### config.mk
export PLATFORM = sky130hd
export DESIGN_NAME = sarl_cell
export DESIGN_NICKNAME = d
export VERILOG_FILES = /design/src/hdl/sarl_pkg.sv /design/src/hdl/sarl_cell.sv
export SDC_FILE = /design/constraint.sdc
export NUM_CORES = 1
export LEC_CHECK = 0
export BUFFER_PORTS_ARGS = -buffer_cell sky130_fd_sc_hd__buf_2
export CORE_ASPECT_RATIO = 0.75
export CORE_MARGIN = 3
export CORE_UTILIZATION = 54
export DETAILED_ROUTE_END_ITERATION = 16
export PLACE_DENSITY = 0.95
export SETUP_SLACK_MARGIN = 0.2
export SLEW_MARGIN = 40
export SYNTH_ARGS = -nofsm -noshare
export SYNTH_HDL_FRONTEND = slang
export SYNTH_SLANG_ARGS = --single-unit
### constraint.sdc
create_clock -name clk_i -period 22.8 [get_ports clk_i]
set_input_delay 4.56 -clock clk_i [delete_from_list [all_inputs] [get_ports clk_i]]
set_output_delay 4.56 -clock clk_i [all_outputs]
set_load 0.01 [all_outputs]
### src/hdl/sarl_pkg.sv
// package: shared constants, types and helpers for the sorted address range lookup
`default_nettype none
package sarl_pkg;

  localparam int unsigned MAX_RANGES = 64;
  localparam int unsigned ADDR_W     = 32;
  localparam int unsigned FIELD_W    = 32;
  localparam int unsigned ID_W       = 16;
  localparam int unsigned KIND_W     = 2;
  localparam int unsigned GROUP_SIZE = 8;
  localparam int unsigned NUM_GROUPS = (MAX_RANGES + GROUP_SIZE - 1) / GROUP_SIZE;

  typedef enum logic [KIND_W-1:0] {
    KIND_INSERT = 2'd0,
    KIND_LOOKUP = 2'd1,
    KIND_CLEAR  = 2'd2,
    KIND_NOP    = 2'd3
  } kind_e;

  // one stored range
  typedef struct packed {
    logic                valid;
    logic [ADDR_W-1:0]   start;
    logic [ADDR_W:0]     stop;
    logic [ID_W-1:0]     id;
  } entry_t;

  // command broadcast to every cell
  typedef struct packed {
    logic                advance;
    logic                insert;
    logic                lookup;
    logic                clear;
    logic [ADDR_W-1:0]   offset;
    logic [ADDR_W-1:0]   length;
    logic [ADDR_W:0]     stop;
    logic [ID_W-1:0]     id;
  } cell_cmd_t;

  // per-cell lookup result, all zero unless this cell matched
  typedef struct packed {
    logic              hit;
    logic [ID_W-1:0]   id;
    logic              fits;
  } res_t;

  localparam int unsigned RES_W = $bits(res_t);

  // keep the low field bits that fit the address width
  function automatic logic [ADDR_W-1:0] to_addr(input logic [FIELD_W-1:0] v);
    logic [ADDR_W-1:0] r;
    r = '0;
    for (int unsigned i = 0; i < ADDR_W; i++) begin
      if (i < FIELD_W) begin
        r[i] = v[i];
      end
    end
    return r;
  endfunction

endpackage
`default_nettype wire

### src/hdl/sarl_cell.sv
// cell: one slot of the sorted range row with its local lookup compare
`default_nettype none
module sarl_cell (
  input  wire                    clk_i,
  input  wire                    rst_ni,
  input  sarl_pkg::cell_cmd_t    cmd_i,
  input  sarl_pkg::entry_t       left_i,
  input  wire                    left_gr_i,
  input  wire                    le_right_i,
  output sarl_pkg::entry_t       entry_o,
  output logic                   gr_o,
  output logic                   le_o,
  output sarl_pkg::res_t         res_o
);

  logic                 valid_q, valid_d;
  logic [sarl_pkg::ADDR_W-1:0] start_q, start_d;
  logic [sarl_pkg::ADDR_W:0]   stop_q, stop_d;
  logic [sarl_pkg::ID_W-1:0]   id_q, id_d;
  sarl_pkg::res_t       res_q, res_d;
  logic                 match;
  logic                 in_range;
  logic [sarl_pkg::ADDR_W:0]   room;

  // start below the new one: entry stays put on insert
  assign gr_o = valid_q && (start_q < cmd_i.offset);
  // start at or below the lookup offset
  assign le_o = valid_q && (start_q <= cmd_i.offset);

  assign entry_o = '{valid: valid_q, start: start_q, stop: stop_q, id: id_q};

  always_comb begin
    valid_d = valid_q;
    start_d = start_q;
    stop_d  = stop_q;
    id_d    = id_q;
    if (cmd_i.clear) begin
      valid_d = 1'b0;
    end else if (cmd_i.insert && !gr_o) begin
      valid_d = valid_q | left_i.valid;
      if (left_gr_i) begin
        start_d = cmd_i.offset;
        stop_d  = cmd_i.stop;
        id_d    = cmd_i.id;
      end else begin
        start_d = left_i.start;
        stop_d  = left_i.stop;
        id_d    = left_i.id;
      end
    end
  end

  // last start at or below the offset, then the end check
  assign match    = le_o && !le_right_i;
  assign in_range = {1'b0, cmd_i.offset} < stop_q;
  assign room     = stop_q - {1'b0, cmd_i.offset};

  always_comb begin
    res_d = '0;
    if (cmd_i.lookup && match && in_range) begin
      res_d.hit  = 1'b1;
      res_d.id   = id_q;
      res_d.fits = {1'b0, cmd_i.length} <= room;
    end
  end

  always_ff @(posedge clk_i or negedge rst_ni) begin
    if (!rst_ni) begin
      valid_q <= 1'b0;
    end else begin
      valid_q <= valid_d;
    end
  end

  always_ff @(posedge clk_i) begin
    start_q <= start_d;
    stop_q  <= stop_d;
    id_q    <= id_d;
    if (cmd_i.advance) begin
      res_q <= res_d;
    end
  end

  assign res_o = res_q;

endmodule
`default_nettype wire

==> flow_summary.toml <==
[outcome]
status = "finished clean"

[clock_network]
hold_buffers = 0
cts_buffers = 9
clock_latency_ns = 0.34
cts.clk_slew.worst_paths_ns = 0.07
cts_buffer_depth = 2
root_buffer = "clkbuf_16"
cts.sinks = 100
ctsHtreeMaxLevel = 3
cts_resized = 0
post-cts-setup-buffers = 0
cts_tree = "yes"

[yosys]
synth-edff-count = 99
synth_area_leader_cell = "edfxtp_1"
synth_cells = 683
synth-async-reset-ratio = 0.0100
synth_area_per_cell_sq_um = 11.2
yosysMostFrequentCell = "edfxtp_1"
synth_cell_types = 69
ys.flop_type = "edfxtp_1"
synth_warnings = 0
synth_area_sq_um = 7680
synth_top_area_share = 0.387
syn_nets = 983
synth_commonest_cells = "edfxtp_1, ha_1, mux2_2"
synth.area.top_cells = "edfxtp_1, ha_1, mux2_2"
synth-seq-cells = 100
seq_area_frac_synth = 0.391

[pwr]
leakage_nw = 4.51
max-vdd-ir-drop_mv = 0.0494
p_per_area_nw_per_um2 = 56.8

[timing]
relSlewSlack = 0.463
rsz0062_at_grt = "no"
slew_viol_final = 0
hold_violations = 0
setup_tns_ns = 0
final-setup-viol-count = 0
post-route-min-period_ns = 11.51
worst_pin_slew_ns = 0.806
timing.fmax_mhz = 86.9
post-route-period-util = 0.505
clock_skew_ns = 0.0120

[placement]
place_area_sq_um = 9350
gp_congestion = 0.977
hpwl_mm = 18.3
portBuffers = 304

[die]
num_rows = 37
die_w_um = 144
ios = 305
start_util = 0.556
die_h_um = 109
coreArea_sq_um = 13800
dieArea_sq_um = 15700

[routing]
initialDrtViolationCount = 387
dr.pass1.iters = 6
wl_per_cell_um = 19.1
wl_mm = 22.3
via_count = 6665
viasPerCell = 5.73
ant_nets = 0
drc = 0

[final_layout]
multiInputGateArea_sq_um = 4410
syn2layout_area_growth_pct = 26.2
finalNetCount = 1283
fillCellCount = 1004
diodes = 0
final_area_sq_um = 9690
regArea_sq_um = 3000
drive_gt1_frac = 0.443

[grt]
grt_pass1_vias = 6460
grt_pass1_wl_mm = 33.0
grt_start_max_net_pins = 82
grt-ovfl-total = 0
antenna_found_initial = 3
grt_use_total = 0.270

[critical_path]
crit_path_end_kind = "output pin"
path_delay_family = "compound AO/OA/AOI/OAI gates"
critical_path_arrival_ns = 6.95
path_buf_inv = 4
cpMaxStageDelayCell = "a21oi_4"
r2r_start = "stop_q[0]"
path_cells = "buf_2, inv_1, ha_1, nand4_1, nor2_1, and3b_1, o21ai_1, o221a_2, a21oi_4, inv_1, buf_2"
crit_fanout = 19
startpoint = "cmd_i[103]"
startpoint_type = "input pin"
required_ns = 18.24
critPathKind = "in2out"
max_stage_delay_ns = 0.54

[job]
cap_viol_max_count = 0

[worst_hold_path]
hp-start = "id_q[11]"
holdCritPathClass = "reg2reg"
[sequential cells by signal, summed over array words and instances, names as in the netlist]
name     count
id_q        16
start_q     32
res_o       18
valid_q      1
stop_q      33
[power breakdown]
group	switching, mW	total [mW]	internal, mW
Sequential	0.00497	0.219	0.214
Combinational	0.0862	0.160	0.0738
Clock	0.0733	0.172	0.0983
Total	0.165	0.551	0.386
[path summary, 6_finish.rpt]
path | to | slack (ns) | cells past startpoint
worst max-delay path | le_o | 11.29 | 11
worst min-delay path | res_o[12] | 0.63 | 1
worst max register to register | res_o[0] | 18.05 | 19
worst min register to register | res_o[12] | 0.63 | 1
max in group asynchronous | valid_q | 18.74 | 1
min in group asynchronous | valid_q | 3.98 | 1
[final cells by class]
type | instances | area share
clock inverter | 7 | 0.0111
inverter | 49 | 0.0190
timing repair buffer | 306 | 0.160
multi-input combinational | 517 | 0.455
sequential | 100 | 0.309
tap | 175 | 0.0226
clock buffer | 9 | 0.0232
[cells in the final DEF, fill, tap and decap left out, drive strengths merged, types with 2 or more instances in the layout]
master     n
buf      306
edfxtp    99
ha        96
mux2      81
inv       51
a21oi     46
a21o      33
nor2      33
nand2     27
o21ai     26
nor3b     18
nand4     17
xnor2     14
xor2      13
nor2b     11
nor3       9
clkbuf     9
o21bai     8
nor4       8
a211oi     8
nand2b     7
nand3      7
and3       5
o211ai     5
or3        4
o21a       4
a31oi      4
a221oi     3
o31ai      3
a211o      2
a311oi     2
clkinv     2
bufinv     2
o41ai      2
o2111ai    2
a2111oi    2
[kinds of logic after synthesis]
family | count (synthesis) | synth area share
compound gates | 157 | 0.148
simple gates | 154 | 0.116
flops | 100 | 0.391
fa+ha+maj | 97 | 0.159
mux | 82 | 0.120
buf+inv | 66 | 0.0360
xor+xnor | 27 | 0.0308
[routing by layer]
layer	routed length (um)	GRT usage	up-vias
li1	-	-	3192
met1	9470	0.358	3134
met2	10400	0.443	300
met3	2010	0.0798	33
met4	326	0.0558	6
met5	34	0	-
[through the flow]
| step | util | cells | hold WS [ns] | power, mW | setup WS [ns] |
|---|---|---|---|---|---|
| CTS | 0.702 | 1163 | 0.619 | 0.552 | 11.30 |
| global route | 0.702 | 1163 | 0.668 | 0.578 | 11.10 |
| floorplan | - | 683 | 0.542 | 0.328 | 10.37 |
| finish | 0.702 | 1163 | 0.630 | 0.551 | 11.29 |
| global placement | 0.677 | 1146 | 0.566 | 0.375 | 11.36 |
| detailed placement | 0.678 | 1147 | 0.596 | 0.381 | 11.31 |
[worst register-to-register path: cells and delay by family, from the launching register on]
kind / cells / cell delay (ns)
flip-flops: 1 / 0.38
AND/OR/NAND/NOR: 4 / 1.03
XOR/XNOR: 1 / 0.13
buffers and inverters: 2 / 0.12
adder cells (fa/ha/maj): 3 / 0.87
AO/OA/AOI/OAI: 9 / 1.95
Note: power is estimated with default switching activity, not from simulation.
